## config.mk

```make
export PLATFORM = sky130hd
export DESIGN_NAME = nvcp_dict
export DESIGN_NICKNAME = d
export VERILOG_FILES = /design/src/nvcp_pkg.sv /design/src/nvcp_dict.sv
export SDC_FILE = /design/constraint.sdc
export NUM_CORES = 2
export LEC_CHECK = 0
export ABC_AREA = 1
export BUFFER_PORTS_ARGS = -buffer_cell sky130_fd_sc_hd__buf_2
export CORE_MARGIN = 2
export CORE_UTILIZATION = 45
export DETAILED_ROUTE_END_ITERATION = 10
export PLACE_DENSITY = 0.6
export REMOVE_ABC_BUFFERS = 1
export SYNTH_ARGS = -nofsm -noshare
export SYNTH_HDL_FRONTEND = slang
export SYNTH_SLANG_ARGS = --single-unit
```

## constraint.sdc

```tcl
create_clock -name i_clk -period 2.74 [get_ports i_clk]
set_clock_uncertainty 0.2 [all_clocks]
set_input_delay 0.137 -clock i_clk [delete_from_list [all_inputs] [get_ports i_clk]]
set_output_delay 0.137 -clock i_clk [all_outputs]
set_load 0.02 [all_outputs]
```

## src/nvcp_pkg.sv

```systemverilog
// Shared constants, codes and types of the name/value command parser.
package nvcp_pkg;

    localparam int NUM_NAMES       = 16;
    localparam int MAX_NAME_LEN    = 31;
    localparam int MAX_FRAC_DIGITS = 9;

    localparam int ENTRY_W = 4;
    localparam int POS_W   = 5;
    localparam int LEN_W   = $clog2(MAX_NAME_LEN + 1);
    localparam int CNT_W   = 5;
    localparam int ACC_W   = 31;
    localparam int MANT_W  = 32;
    localparam int FRAC_W  = 4;
    localparam int IDX_W   = 5;
    localparam int MUL_W   = ACC_W + 4;

    localparam logic [7:0] CH_NUL   = 8'h00;
    localparam logic [7:0] CH_COLON = 8'h3A;
    localparam logic [7:0] CH_MINUS = 8'h2D;
    localparam logic [7:0] CH_HASH  = 8'h23;
    localparam logic [7:0] CH_DOT   = 8'h2E;
    localparam logic [7:0] CH_ZERO  = 8'h30;
    localparam logic [7:0] CH_NINE  = 8'h39;

    localparam logic [MUL_W-1:0]        MANT_MAX   = MUL_W'(32'h7FFF_FFFF);
    localparam logic signed [IDX_W-1:0] IDX_REJECT = 5'sb11111;

    typedef enum logic [2:0] {
        PH_NAME,
        PH_SIGN,
        PH_NUMBER,
        PH_DONE,
        PH_FAIL
    } t_phase;

    typedef struct packed {
        logic               rd_en;
        logic [POS_W-1:0]   rd_addr;
        logic               wr_en;
        logic               wr_last;
        logic [ENTRY_W-1:0] entry;
        logic [POS_W-1:0]   pos;
        logic [7:0]         data;
    } t_dict_req;

    typedef struct packed {
        logic [NUM_NAMES-1:0][7:0]       chars;
        logic [NUM_NAMES-1:0][LEN_W-1:0] lens;
    } t_dict_rd;

endpackage

```

## src/nvcp_dict.sv

```systemverilog
// Dictionary store: character memory by position and the entry length registers.
module nvcp_dict (
    input  logic                i_clk,
    input  logic                i_rst_n,
    input  nvcp_pkg::t_dict_req i_req,
    output nvcp_pkg::t_dict_rd  o_rd
);
    import nvcp_pkg::*;

    logic [NUM_NAMES-1:0][7:0]       r_mem [MAX_NAME_LEN];
    logic [NUM_NAMES-1:0][7:0]       r_rd_chars;
    logic [NUM_NAMES-1:0][LEN_W-1:0] r_lens;

    // One row holds one character position of every entry.
    always_ff @(posedge i_clk) begin
        if (i_req.wr_en) begin
            r_mem[i_req.pos][i_req.entry] <= i_req.data;
        end
        if (i_req.rd_en) begin
            r_rd_chars <= r_mem[i_req.rd_addr];
        end
    end

    always_ff @(posedge i_clk) begin
        if (!i_rst_n) begin
            r_lens <= '0;
        end else if (i_req.wr_en && i_req.wr_last) begin
            r_lens[i_req.entry] <= LEN_W'(i_req.pos) + LEN_W'(1);
        end
    end

    assign o_rd.chars = r_rd_chars;
    assign o_rd.lens  = r_lens;

endmodule

```

==> run metrics <==
Seq/Total Area, Yosys=74.8%; HP Class=in -> reg; status=complete, but fails checks; worst vdd ir=0.000543 V; vias per cell=5.53; global-route wire length before repair=714000 um; CP startpoint kind=input port; HP Start=i_req[19]; DP HPWL=294000 um; Sink Count=4176; # H-tree levels=5; measured slew at the worst slew-check pin=1.18 ns; fin cells=20000; R2R setup slack=0.21 ns; setup ws final=0.0841 ns; Cell Area, Placed=180000 um2; WHS=-0.0400 ns; die height=612 um; period utilisation layout=96.9%; Layout Nets=14700; via count=111000; Port-buffer cells=234; final setup violation count=0; Leakage Power=69.8 nW; number of global-route vias before repair=106000; Tot GR Track Use=25.6%; chip width=612 um; wirelength, routed=488000 um; number of buffers created by CTS=426; WP data arrival=3.36 ns; gate count after technology mapping=13900; number of hold violations in the final report=4; DR WL/cell=24.4 um; commonest non-fill, non-tap cell in the layout=nand2_1; max_cap viols=0; initial antenna violation count=22; PwrDens=694 nW/um2; DP Worst Slack=0.00434 ns; r2r worst-path depth=8; die footprint=375000 um2; Max Slew Vio Count=0; Hold Path Cell Cnt=8; top-level port count=235; Critical Path Max Stage Delay=0.60 ns; Critical R2R Launch=r_mem[23][10]$_DFFE_PP_; CTS tree=done; commonest cells after routing, fill and taps aside=4117 x nand2_1, 4096 x edfxtp_1, 3585 x nand3_1; Root Driver=clkbuf_16; # rows=223; Netlist Area Pre-Place=167000 um2; Slew HR=20.7%; # DRC=0; worst-path fanout max=10; share of layout cells above drive strength 1=12.9%; WP data required=3.45 ns; Initial DRC Count=12700; critical path, cell by cell=dlygate4sd3_1 -> buf_2 -> dlygate4sd3_1 -> buf_4 -> nand3_1 -> xor2_4 -> buf_8 -> clkinv_1 -> buf_4 -> a21oi_1; largest net degree at the start of global routing=141; Post-Layout Inst Area=194000 um2; Max Root-Sink Buffers=4; Initial Utilization=45.2%; Detailed Routing Iterations Pass 1=6; worst hold endpoint=o_rd[198]$_DFFE_PP_; Placer Congestion=0.839; synthesis warning total=0; Syn Area/Cell=12.0 um2; FF-to-FF End=o_rd[90]$_DFFE_PP_; fin crit period=2.66 ns; dpl cells=19200; Crit Path Class=in -> reg; RSZ-0062 raised after global routing=no; Seq cells post-synth=4176; total power=135 mW; Area Growth Syn to Fin=16.7%; Worst path top cell family by delay=buffers and inverters; synth unique cells=22; final setup TNS=0 ns; DRT antenna net count=0; Reg clk slew, reported paths=0.06 ns; grt ovf=0; Slowest-stage cell, CP=dlygate4sd3_1; Max Clk Rate=377 MHz; CORE AREA=369000 um2; Skew-Pair Late Insertion Delay=0.99 ns; WP buf/inv=7; violated checks=negative hold slack; Critical Path Sink Type=flip-flop
## per-stage QoR
stage | hold slack (ns) | util (%)
3_5_place_dp | 0.251 | 49.0
5_1_grt | -0.00449 | 52.7
6_report | -0.0400 | 52.7
4_1_cts | 0.000684 | 52.7
3_3_place_gp | 0.247 | 48.9
2_1_floorplan | 0.0264 | -
## report_power, final
part	switching (mW)	internal [mW]
clock	24.2	31.5
combinational	6.27	2.36
sequential	0.175	70.4
total	30.6	104
## flip-flops by register name, indices dropped and copies added (netlist names)
register and cells:
o_rd 208, r_mem 3968
## layer usage
layer	routed length [um]	part of all wire, %	vias up	GRT usage [%]
li1	-	-	50800	-
met1	203000	42	54600	35.8
met2	231000	47	4638	41.0
met3	38600	7.9	685	4.11
met4	16200	3.3	6	8.49
met5	49	0.010	-	0
## Yosys cell counts
| cell | number | area share, % |
|---|---|---|
| ha_1 | 4 | 0.030 |
| nand3_1 | 3594 | 11 |
| buf_6 | 1 | 0.0068 |
| nor2_2 | 15 | 0.056 |
| o21ai_0 | 60 | 0.18 |
| edfxtp_1 | 4096 | 74 |
| nor2_1 | 799 | 1.8 |
| inv_2 | 7 | 0.016 |
| inv_1 | 33 | 0.074 |
| clkinv_1 | 1 | 0.0023 |
| clkbuf_1 | 278 | 0.63 |
| buf_1 | 76 | 0.17 |
| buf_4 | 4 | 0.018 |
| xor2_1 | 1 | 0.0053 |
| nor2_4 | 2 | 0.014 |
| nor3_2 | 1 | 0.0060 |
| o21ai_1 | 14 | 0.042 |
| buf_2 | 593 | 1.8 |
| nand2_1 | 4153 | 9.4 |
| a21oi_1 | 65 | 0.20 |
| o211ai_1 | 1 | 0.0045 |
| dfxtp_1 | 80 | 0.96 |
## worst max path at each step
stage / cells past startpoint / startpoint / slack (ns) / to
2_1_floorplan: 7 / i_req[19] / -12.85 / o_rd[101]$_DFFE_PP_
3_3_place_gp: 7 / i_req[8] / -0.89 / o_rd[38]$_SDFFE_PN0P_
3_5_place_dp: 5 / i_req[16] / 0.004 / r_mem[27][2]$_DFFE_PP_
4_1_cts: 11 / i_req[19] / 0.02 / o_rd[81]$_DFFE_PP_
5_1_grt: 10 / i_req[22] / 0.07 / o_rd[83]$_DFFE_PP_
6_report: 10 / i_req[8] / 0.08 / o_rd[23]$_SDFFE_PN0P_
## cells by family (layout without fill, tap and decap cells)
family,after synthesis,count (layout),share of synthesized area [%]
simple gates,8564,8564,22.0
flops,4176,4176,74.8
buf+inv,993,2161,2.70
compound gates,140,140,0.422
fa+ha+maj,4,4,0.0301
xor+xnor,1,1,0.00526
other cells,0,12,0
## area by class of cell
class | instances | area, um2
repair buffers | 1353 | 12400
well taps | 4950 | 6190
clock inverters | 229 | 1880
fillers | 31100 | 174000
multi-input cells | 8709 | 37700
diodes | 12 | 30.0
inverters | 41 | 194
clock buffers | 538 | 11300
flip-flops and latches | 4176 | 125000
## tightest hold or removal path, delay by kind of cell
kind	cells	cell delay, ns
simple gates	6	0.46
buf+inv	2	0.39
## what timing repair did
| action | 4_1_cts | 5_1_grt |
|---|---|---|
| endpoints found under the setup margin | 0 | 12 |
| gates resized for setup | 0 | 3 |
| endpoints found under the hold margin | 4760 | 0 |
| hold buffers | 63 | 0 |
| buffers inserted | 0 | 0 |
Power figures use the tool's default switching activity.
