File: config.mk
export PLATFORM = sky130hd
export DESIGN_NAME = nvcp_parse_flat
export DESIGN_NICKNAME = d
export VERILOG_FILES = /design/src/nvcp_pkg.sv /design/src/nvcp_ifs.sv /design/src/nvcp_parse.sv /design/src/flat_wrapper.sv
export SDC_FILE = /design/constraint.sdc
export NUM_CORES = 1
export LEC_CHECK = 0
export ABC_CLOCK_PERIOD_IN_PS = 5300
export BUFFER_PORTS_ARGS = -buffer_cell sky130_fd_sc_hd__buf_2
export CAP_MARGIN = 20
export CORE_ASPECT_RATIO = 0.9
export CORE_MARGIN = 10
export CORE_UTILIZATION = 23
export CTS_CLUSTER_SIZE = 40
export DETAILED_ROUTE_END_ITERATION = 8
export HOLD_SLACK_MARGIN = 0.02
export SKIP_LAST_GASP = 1
export SLEW_MARGIN = 20
export SYNTH_ARGS = -nofsm -noshare
export SYNTH_HDL_FRONTEND = slang
export SYNTH_SLANG_ARGS = --single-unit
File: constraint.sdc
create_clock -name i_clk -period 5.3 [get_ports i_clk]
set_input_delay 0.265 -clock i_clk [delete_from_list [all_inputs] [get_ports i_clk]]
set_output_delay 0.265 -clock i_clk [all_outputs]
set_load 0.005 [all_outputs]
File: src/nvcp_pkg.sv
// Shared constants, codes and types of the name/value command parser.
package nvcp_pkg;

    localparam int NUM_NAMES       = 16;
    localparam int MAX_NAME_LEN    = 31;
    localparam int MAX_FRAC_DIGITS = 9;

    localparam int ENTRY_W = 4;
    localparam int POS_W   = 5;
    localparam int LEN_W   = $clog2(MAX_NAME_LEN + 1);
    localparam int CNT_W   = 5;
    localparam int ACC_W   = 31;
    localparam int MANT_W  = 32;
    localparam int FRAC_W  = 4;
    localparam int IDX_W   = 5;
    localparam int MUL_W   = ACC_W + 4;

    localparam logic [7:0] CH_NUL   = 8'h00;
    localparam logic [7:0] CH_COLON = 8'h3A;
    localparam logic [7:0] CH_MINUS = 8'h2D;
    localparam logic [7:0] CH_HASH  = 8'h23;
    localparam logic [7:0] CH_DOT   = 8'h2E;
    localparam logic [7:0] CH_ZERO  = 8'h30;
    localparam logic [7:0] CH_NINE  = 8'h39;

    localparam logic [MUL_W-1:0]        MANT_MAX   = MUL_W'(32'h7FFF_FFFF);
    localparam logic signed [IDX_W-1:0] IDX_REJECT = 5'sb11111;

    typedef enum logic [2:0] {
        PH_NAME,
        PH_SIGN,
        PH_NUMBER,
        PH_DONE,
        PH_FAIL
    } t_phase;

    typedef struct packed {
        logic               rd_en;
        logic [POS_W-1:0]   rd_addr;
        logic               wr_en;
        logic               wr_last;
        logic [ENTRY_W-1:0] entry;
        logic [POS_W-1:0]   pos;
        logic [7:0]         data;
    } t_dict_req;

    typedef struct packed {
        logic [NUM_NAMES-1:0][7:0]       chars;
        logic [NUM_NAMES-1:0][LEN_W-1:0] lens;
    } t_dict_rd;

endpackage

File: src/nvcp_ifs.sv
// Handshake channel interfaces for items, results and the configuration write.
interface nvcp_in_if;
    logic                        valid;
    logic                        ready;
    logic                        mode;
    logic [nvcp_pkg::ENTRY_W-1:0] entry_index;
    logic [nvcp_pkg::POS_W-1:0]  char_pos;
    logic [7:0]                  data_byte;
    logic                        last_byte;

    modport source (output valid, mode, entry_index, char_pos, data_byte, last_byte,
                    input ready);
    modport sink (input valid, mode, entry_index, char_pos, data_byte, last_byte,
                  output ready);
endinterface

interface nvcp_out_if;
    logic                               valid;
    logic                               ready;
    logic signed [nvcp_pkg::IDX_W-1:0]  name_index;
    logic signed [nvcp_pkg::MANT_W-1:0] value_mantissa;
    logic [nvcp_pkg::FRAC_W-1:0]        frac_digits;

    modport source (output valid, name_index, value_mantissa, frac_digits, input ready);
    modport sink (input valid, name_index, value_mantissa, frac_digits, output ready);
endinterface

interface nvcp_cfg_if;
    logic                       valid;
    logic                       ready;
    logic [nvcp_pkg::CNT_W-1:0] data;

    modport source (output valid, data, input ready);
    modport sink (input valid, data, output ready);
endinterface

File: src/nvcp_parse.sv
// Frame parser: item stage, frame state, result register and configuration register.
module nvcp_parse (
    input  logic                i_clk,
    input  logic                i_rst_n,
    nvcp_in_if.sink             i_item,
    nvcp_out_if.source          o_result,
    nvcp_cfg_if.sink            i_cfg,
    input  nvcp_pkg::t_dict_rd  i_rd,
    output nvcp_pkg::t_dict_req o_req
);
    import nvcp_pkg::*;

    logic                 r_s1_valid;
    logic [7:0]           r_s1_byte;
    logic                 r_s1_last;
    logic [CNT_W-1:0]     r_name_count;

    t_phase               r_phase, n_phase;
    logic [POS_W-1:0]     r_pos, n_pos;
    logic [NUM_NAMES-1:0] r_mask, n_mask;
    logic                 r_neg, n_neg;
    logic [ACC_W-1:0]     r_acc, n_acc;
    logic [FRAC_W-1:0]    r_frac, n_frac;
    logic                 r_dot, n_dot;
    logic                 r_digit, n_digit;
    logic [ENTRY_W-1:0]   r_matched, n_matched;

    logic                        r_out_valid;
    logic signed [IDX_W-1:0]     r_out_index, n_out_index;
    logic signed [MANT_W-1:0]    r_out_mant, n_out_mant;
    logic [FRAC_W-1:0]           r_out_frac, n_out_frac;

    logic             out_free;
    logic             s1_go;
    logic             accept;
    logic             is_digit;
    logic             num_en;
    logic             hit;
    logic [ENTRY_W-1:0] hit_idx;
    logic [MUL_W-1:0] acc_mul;
    logic [MANT_W-1:0] mag;

    assign out_free       = !r_out_valid || o_result.ready;
    assign s1_go          = r_s1_valid && (!r_s1_last || out_free);
    assign i_item.ready   = !r_s1_valid || s1_go;
    assign accept         = i_item.valid && i_item.ready;
    assign i_cfg.ready    = 1'b1;

    assign o_req.rd_en    = accept && i_item.mode;
    assign o_req.rd_addr  = n_pos;
    assign o_req.wr_en    = accept && !i_item.mode && (i_item.char_pos < POS_W'(MAX_NAME_LEN));
    assign o_req.wr_last  = i_item.last_byte;
    assign o_req.entry    = i_item.entry_index;
    assign o_req.pos      = i_item.char_pos;
    assign o_req.data     = i_item.data_byte;

    assign o_result.valid          = r_out_valid;
    assign o_result.name_index     = r_out_index;
    assign o_result.value_mantissa = r_out_mant;
    assign o_result.frac_digits    = r_out_frac;

    always_comb begin
        is_digit = r_s1_byte inside {[CH_ZERO:CH_NINE]};
        acc_mul  = (MUL_W'(r_acc) << 3) + (MUL_W'(r_acc) << 1) + MUL_W'(r_s1_byte[3:0]);
        hit      = 1'b0;
        hit_idx  = '0;
        // Walk downwards so that the lowest matching entry wins.
        for (int i = NUM_NAMES - 1; i >= 0; i--) begin
            if (r_mask[i] && (i_rd.lens[i] == LEN_W'(r_pos))
                    && (CNT_W'(i) < r_name_count)) begin
                hit     = 1'b1;
                hit_idx = ENTRY_W'(i);
            end
        end
    end

    always_comb begin
        n_phase   = r_phase;
        n_pos     = r_pos;
        n_mask    = r_mask;
        n_neg     = r_neg;
        n_acc     = r_acc;
        n_frac    = r_frac;
        n_dot     = r_dot;
        n_digit   = r_digit;
        n_matched = r_matched;
        num_en    = 1'b0;
        mag       = '0;
        n_out_index = IDX_REJECT;
        n_out_mant  = '0;
        n_out_frac  = '0;

        if (s1_go) begin
            case (r_phase)
                PH_NAME: begin
                    if (r_s1_byte == CH_COLON) begin
                        if (r_pos == '0 || !hit) begin
                            n_phase = PH_FAIL;
                        end else begin
                            n_matched = hit_idx;
                            n_phase   = PH_SIGN;
                        end
                    end else if (r_s1_byte == CH_NUL
                            || r_pos >= POS_W'(MAX_NAME_LEN - 1)) begin
                        n_phase = PH_FAIL;
                    end else begin
                        for (int i = 0; i < NUM_NAMES; i++) begin
                            n_mask[i] = r_mask[i] && (i_rd.chars[i] == r_s1_byte);
                        end
                        n_pos = r_pos + POS_W'(1);
                    end
                end
                PH_SIGN: begin
                    n_phase = PH_NUMBER;
                    if (r_s1_byte == CH_MINUS) begin
                        n_neg = 1'b1;
                    end else begin
                        num_en = 1'b1;
                    end
                end
                PH_NUMBER: begin
                    num_en = 1'b1;
                end
                default: begin
                end
            endcase

            if (num_en) begin
                if (r_s1_byte == CH_HASH) begin
                    n_phase = r_digit ? PH_DONE : PH_FAIL;
                end else if (r_s1_byte == CH_DOT && !r_dot) begin
                    n_dot = 1'b1;
                end else if (is_digit) begin
                    n_digit = 1'b1;
                    if (!(r_dot && r_frac >= FRAC_W'(MAX_FRAC_DIGITS))) begin
                        if (r_dot) begin
                            n_frac = r_frac + FRAC_W'(1);
                        end
                        n_acc = acc_mul[ACC_W-1:0];
                        if (acc_mul > MANT_MAX) begin
                            n_phase = PH_FAIL;
                        end
                    end
                end else begin
                    n_phase = PH_FAIL;
                end
            end

            if (n_phase == PH_DONE) begin
                mag         = MANT_W'(n_acc);
                n_out_index = IDX_W'({1'b0, n_matched});
                n_out_mant  = n_neg ? (MANT_W'(0) - mag) : mag;
                n_out_frac  = n_frac;
            end

            if (r_s1_last) begin
                n_phase   = PH_NAME;
                n_pos     = '0;
                n_mask    = '1;
                n_neg     = 1'b0;
                n_acc     = '0;
                n_frac    = '0;
                n_dot     = 1'b0;
                n_digit   = 1'b0;
                n_matched = '0;
            end
        end
    end

    always_ff @(posedge i_clk) begin
        if (!i_rst_n) begin
            r_s1_valid   <= 1'b0;
            r_out_valid  <= 1'b0;
            r_name_count <= '0;
            r_phase      <= PH_NAME;
            r_pos        <= '0;
            r_mask       <= '1;
            r_neg        <= 1'b0;
            r_acc        <= '0;
            r_frac       <= '0;
            r_dot        <= 1'b0;
            r_digit      <= 1'b0;
            r_matched    <= '0;
        end else begin
            if (accept && i_item.mode) begin
                r_s1_valid <= 1'b1;
            end else if (s1_go) begin
                r_s1_valid <= 1'b0;
            end
            if (s1_go && r_s1_last) begin
                r_out_valid <= 1'b1;
            end else if (o_result.ready) begin
                r_out_valid <= 1'b0;
            end
            if (i_cfg.valid) begin
                r_name_count <= i_cfg.data;
            end
            r_phase   <= n_phase;
            r_pos     <= n_pos;
            r_mask    <= n_mask;
            r_neg     <= n_neg;
            r_acc     <= n_acc;
            r_frac    <= n_frac;
            r_dot     <= n_dot;
            r_digit   <= n_digit;
            r_matched <= n_matched;
        end
    end

    always_ff @(posedge i_clk) begin
        if (accept && i_item.mode) begin
            r_s1_byte <= i_item.data_byte;
            r_s1_last <= i_item.last_byte;
        end
        if (s1_go && r_s1_last) begin
            r_out_index <= n_out_index;
            r_out_mant  <= n_out_mant;
            r_out_frac  <= n_out_frac;
        end
    end

    a_frame_cleared: assert property (@(posedge i_clk) disable iff (!i_rst_n)
        s1_go && r_s1_last |=> r_phase == PH_NAME && r_pos == '0 && r_mask == '1
            && r_acc == '0)
        else $error("Frame state not cleared after the last beat of a frame.");

    a_reject_zero: assert property (@(posedge i_clk) disable iff (!i_rst_n)
        r_out_valid && r_out_index == IDX_REJECT |-> r_out_mant == '0 && r_out_frac == '0)
        else $error("Rejected frame carries a non-zero value.");

    a_frac_bound: assert property (@(posedge i_clk) disable iff (!i_rst_n)
        r_frac <= FRAC_W'(MAX_FRAC_DIGITS))
        else $error("Fraction digit count exceeds its limit.");

    a_pos_bound: assert property (@(posedge i_clk) disable iff (!i_rst_n)
        r_pos <= POS_W'(MAX_NAME_LEN - 1))
        else $error("Name position exceeds the name length limit.");

    a_stage_hold: assert property (@(posedge i_clk) disable iff (!i_rst_n)
        r_s1_valid && !s1_go |=> r_s1_valid && $stable(r_s1_byte) && $stable(r_s1_last))
        else $error("Stalled frame beat lost or overwritten.");

endmodule

File: src/flat_wrapper.sv
// flat-port wrapper written by rule: the top's interface ports become plain ports
module nvcp_parse_flat import nvcp_pkg::*;
  (i_clk, i_rst_n, i_rd, o_req, i_item_valid, i_item_mode, i_item_entry_index, i_item_char_pos, i_item_data_byte, i_item_last_byte, i_item_ready, o_result_valid, o_result_name_index, o_result_value_mantissa, o_result_frac_digits, o_result_ready, i_cfg_valid, i_cfg_data, i_cfg_ready);
  nvcp_in_if i_item_i ();
  nvcp_out_if o_result_i ();
  nvcp_cfg_if i_cfg_i ();
  input  logic i_clk;
  input  logic i_rst_n;
  input  nvcp_pkg::t_dict_rd i_rd;
  output nvcp_pkg::t_dict_req o_req;
  input wire logic [$bits(i_item_i.valid)-1:0] i_item_valid;
  input wire logic [$bits(i_item_i.mode)-1:0] i_item_mode;
  input wire logic [$bits(i_item_i.entry_index)-1:0] i_item_entry_index;
  input wire logic [$bits(i_item_i.char_pos)-1:0] i_item_char_pos;
  input wire logic [$bits(i_item_i.data_byte)-1:0] i_item_data_byte;
  input wire logic [$bits(i_item_i.last_byte)-1:0] i_item_last_byte;
  output wire logic [$bits(i_item_i.ready)-1:0] i_item_ready;
  output wire logic [$bits(o_result_i.valid)-1:0] o_result_valid;
  output wire logic [$bits(o_result_i.name_index)-1:0] o_result_name_index;
  output wire logic [$bits(o_result_i.value_mantissa)-1:0] o_result_value_mantissa;
  output wire logic [$bits(o_result_i.frac_digits)-1:0] o_result_frac_digits;
  input wire logic [$bits(o_result_i.ready)-1:0] o_result_ready;
  input wire logic [$bits(i_cfg_i.valid)-1:0] i_cfg_valid;
  input wire logic [$bits(i_cfg_i.data)-1:0] i_cfg_data;
  output wire logic [$bits(i_cfg_i.ready)-1:0] i_cfg_ready;
  assign i_item_i.valid = i_item_valid;
  assign i_item_i.mode = i_item_mode;
  assign i_item_i.entry_index = i_item_entry_index;
  assign i_item_i.char_pos = i_item_char_pos;
  assign i_item_i.data_byte = i_item_data_byte;
  assign i_item_i.last_byte = i_item_last_byte;
  assign i_item_ready = i_item_i.ready;
  assign o_result_valid = o_result_i.valid;
  assign o_result_name_index = o_result_i.name_index;
  assign o_result_value_mantissa = o_result_i.value_mantissa;
  assign o_result_frac_digits = o_result_i.frac_digits;
  assign o_result_i.ready = o_result_ready;
  assign i_cfg_i.valid = i_cfg_valid;
  assign i_cfg_i.data = i_cfg_data;
  assign i_cfg_ready = i_cfg_i.ready;
  nvcp_parse u_core (.i_clk(i_clk), .i_rst_n(i_rst_n), .i_item(i_item_i), .o_result(o_result_i), .i_cfg(i_cfg_i), .i_rd(i_rd), .o_req(o_req));
endmodule
==> metrics.cfg <==
[route]
ant_nets = 0
via_per_inst = 4.82
routed_wl_um = 41300
drt_iter0_markers = 903
num_vias = 10830
route.detailed.drc = 0
detail_route.wl_per_cell_um = 18.4
firstDrtPassIters = 6

[cts]
clock_path_buffers = 2
cts_buffers = 17
cts_root_buf = clkbuf_16
clk_pin_slew_ns = 0.07
cts_sinks = 123
insertion_delay_ns = 0.45
cts_tree = yes
htree_levels = 4
cts_setup_buffers = 0

[synth]
ys_types = 87
syn_area_um2 = 11400
syn_avg_cell_area_um2 = 8.40
dominantRegCellSynth = dfxtp_1
async_reset_ff_frac = 0
ys_ff_latch = 123
yosys_warnings = 0
syn_nets = 1659
yosysSeqAreaShare = 0.261
synth_cells = 1352
synth_edf_count = 50

[global_routing]
met3_usage = 0.0253
grt_max_degree = 53
grt_usage = 0.135
grt.met2_usage = 0.200
grt_antenna_before_repair = 2
grt_overflow = 0
busiest_layer = met2
grt_pass1_wl_um = 62400
grt_use_met1 = 0.195
grt_pass1_vias = 10869

[sta]
worst_slew_pin_slew_ns = 1.11
final-setup-viol-count = 0
clock_skew_ns = 0.0163
hold_viol = 0
tns_ns = 0
max_freq_mhz = 204
fin_crit_sh = 0.924
min_period_ns = 4.90
rsz0062_at_grt = false
slew_viol_final = 0
slew_headroom = 0.259
hold_slack_ns = 0.0334

[cells_and_area]
fin_area_um2 = 14000
layout_common_cells = buf_2, xnor2_1, nor2_1, nand2_1, o21ai_0
fillers = 5283
fin_nets = 1909
drive_above_1_share = 0.237
seq_area_um2 = 2960
layout_commonest_cell = buf_2
multiInputGateArea_um2 = 7810
utilization = 0.285
syn2layout_area_growth_pct = 22.9

[flow_run]
drv_cap = 0

[min_path]
hp-class = primary input to register
hold_path_end = u_core.r_s1_byte[0]$_DFFE_PP_
whs_path_depth = 1
min_from = i_item_data_byte[0]

[place]
hpwlAfterDp_um = 32900
placed_area_um2 = 13300
port_buffers = 296
gp_congestion = 0.924

[setup_path]
cp.buffers_inverters = 3
crit_required_ns = 5.49
crit_start = u_core.r_acc[2]$_SDFFE_PN0P_
cp_top_family = compound AO/OA/AOI/OAI gates
start_kind = register
slowest_stage = a31oi_1
end_kind = register
max_stage_delay_ns = 0.54
cp.depth = 15
worst-setup-path-type = register to register
crit_fanout = 10
rrSetupSlack_ns = 0.40
reg2regPathDepth = 15
cp_cell_sequence = inv_1 -> fa_1 -> inv_1 -> fa_1 -> a211oi_1 -> o21ai_0 -> a21o_1 -> a311oi_1 -> a21oi_1 -> a31oi_1 -> nor4_4 -> buf_4 -> and2_0 -> a41oi_1 -> mux2_1
cp.arrival_ns = 5.09
regToRegStartpoint = u_core.r_acc[2]$_SDFFE_PN0P_
r2r-end = u_core.o_result.value_mantissa[30]$_SDFFCE_PN0P_

[power_and_ir_drop]
power.density_nw_per_um2 = 192
ir_worst_vdd_uv = 222
leakage_uw = 0.00540

[floorplan]
die_y_um = 231
pin_count = 306
design.core.area_um2 = 49000
initial_core_util = 0.232
rows = 77
die-area_um2 = 58700
die_w_um = 254

[run_status]
status = complete, no violations

logic make-up after synthesis:
group,after synthesis,synth area share
AND/OR/NAND/NOR,463,0.211
adder cells (fa/ha/maj),70,0.0784
AO/OA/AOI/OAI,290,0.171
flip-flops,123,0.261
other,1,0.000330
buffers and inverters,116,0.0524
XOR/XNOR,260,0.200
multiplexers,29,0.0258
timing repair:
action,in CTS,in global routing
hold buffers,4,0
setup endpoints to repair,0,0
gates resized for setup,0,0
endpoints found under the hold margin,4,0
metrics by stage:
stage / setup WS (ns) / total power, uW / std cells
final: 0.405 / 2680 / 2248
after global routing: 0.139 / 2790 / 2248
after floorplan: 0.848 / 1280 / 1352
after detailed placement: 0.542 / 1450 / 2211
after CTS: 0.531 / 2710 / 2247
after global placement: 0.681 / 1450 / 2211
cell type report:
class / instances / share of cell area
clock inverter: 15 / 0.0133
antenna: 1 / 0.000179
clock buffer: 17 / 0.0305
inverter: 23 / 0.00618
sequential: 123 / 0.212
tap: 632 / 0.0566
multi-input combinational: 1113 / 0.559
timing repair buffer: 324 / 0.122
cell usage after synthesis, drive strengths merged, types with 25 or more instances:
library cell,instances,share of area
a21oi,61,0.028
and2,27,0.015
buf,60,0.034
clkbuf,33,0.011
dfxtp,73,0.13
edfxtp,50,0.13
ha,68,0.075
mux2i,27,0.024
nand2,99,0.033
nand4,53,0.029
nor2,123,0.041
nor2b,33,0.018
nor3,26,0.012
nor4,25,0.016
o21ai,83,0.038
xnor2,205,0.16
xor2,55,0.042
power by group:
| group | internal, uW | leakage, uW | switching (uW) |
|---|---|---|---|
| Sequential | 1000 | 0.00104 | 32.3 |
| Clock | 747 | 0.000295 | 500 |
| Combinational | 202 | 0.00406 | 197 |
worst max-delay path by stage:
stage | endpoint | slack, ns
floorplan | u_core.o_result.value_mantissa[30]$_SDFFCE_PN0P_ | 0.85
global placement | u_core.o_result.value_mantissa[30]$_SDFFCE_PN0P_ | 0.68
detailed placement | u_core.o_result.value_mantissa[30]$_SDFFCE_PN0P_ | 0.54
CTS | u_core.o_result.value_mantissa[30]$_SDFFCE_PN0P_ | 0.53
global route | u_core.o_result.value_mantissa[30]$_SDFFCE_PN0P_ | 0.14
finish | u_core.o_result.value_mantissa[30]$_SDFFCE_PN0P_ | 0.40
state kept, by name, summed over array words and instances (netlist names), 5 cells and up:
register	count
u_core.r_mask	16
u_core.r_pos	5
u_core.r_acc	31
u_core.o_result.value_mantissa	32
u_core.r_name_count	5
u_core.o_result.name_index	5
u_core.r_s1_byte	8
per-layer routing:
| layer | up-vias | wire length (um) |
|---|---|---|
| met4 | 2 | 680 |
| met1 | 5132 | 20300 |
| met3 | 39 | 2480 |
| met5 | - | 18 |
| li1 | 5322 | - |
| met2 | 335 | 17900 |
No activity file was read; power rests on OpenSTA's default activity.
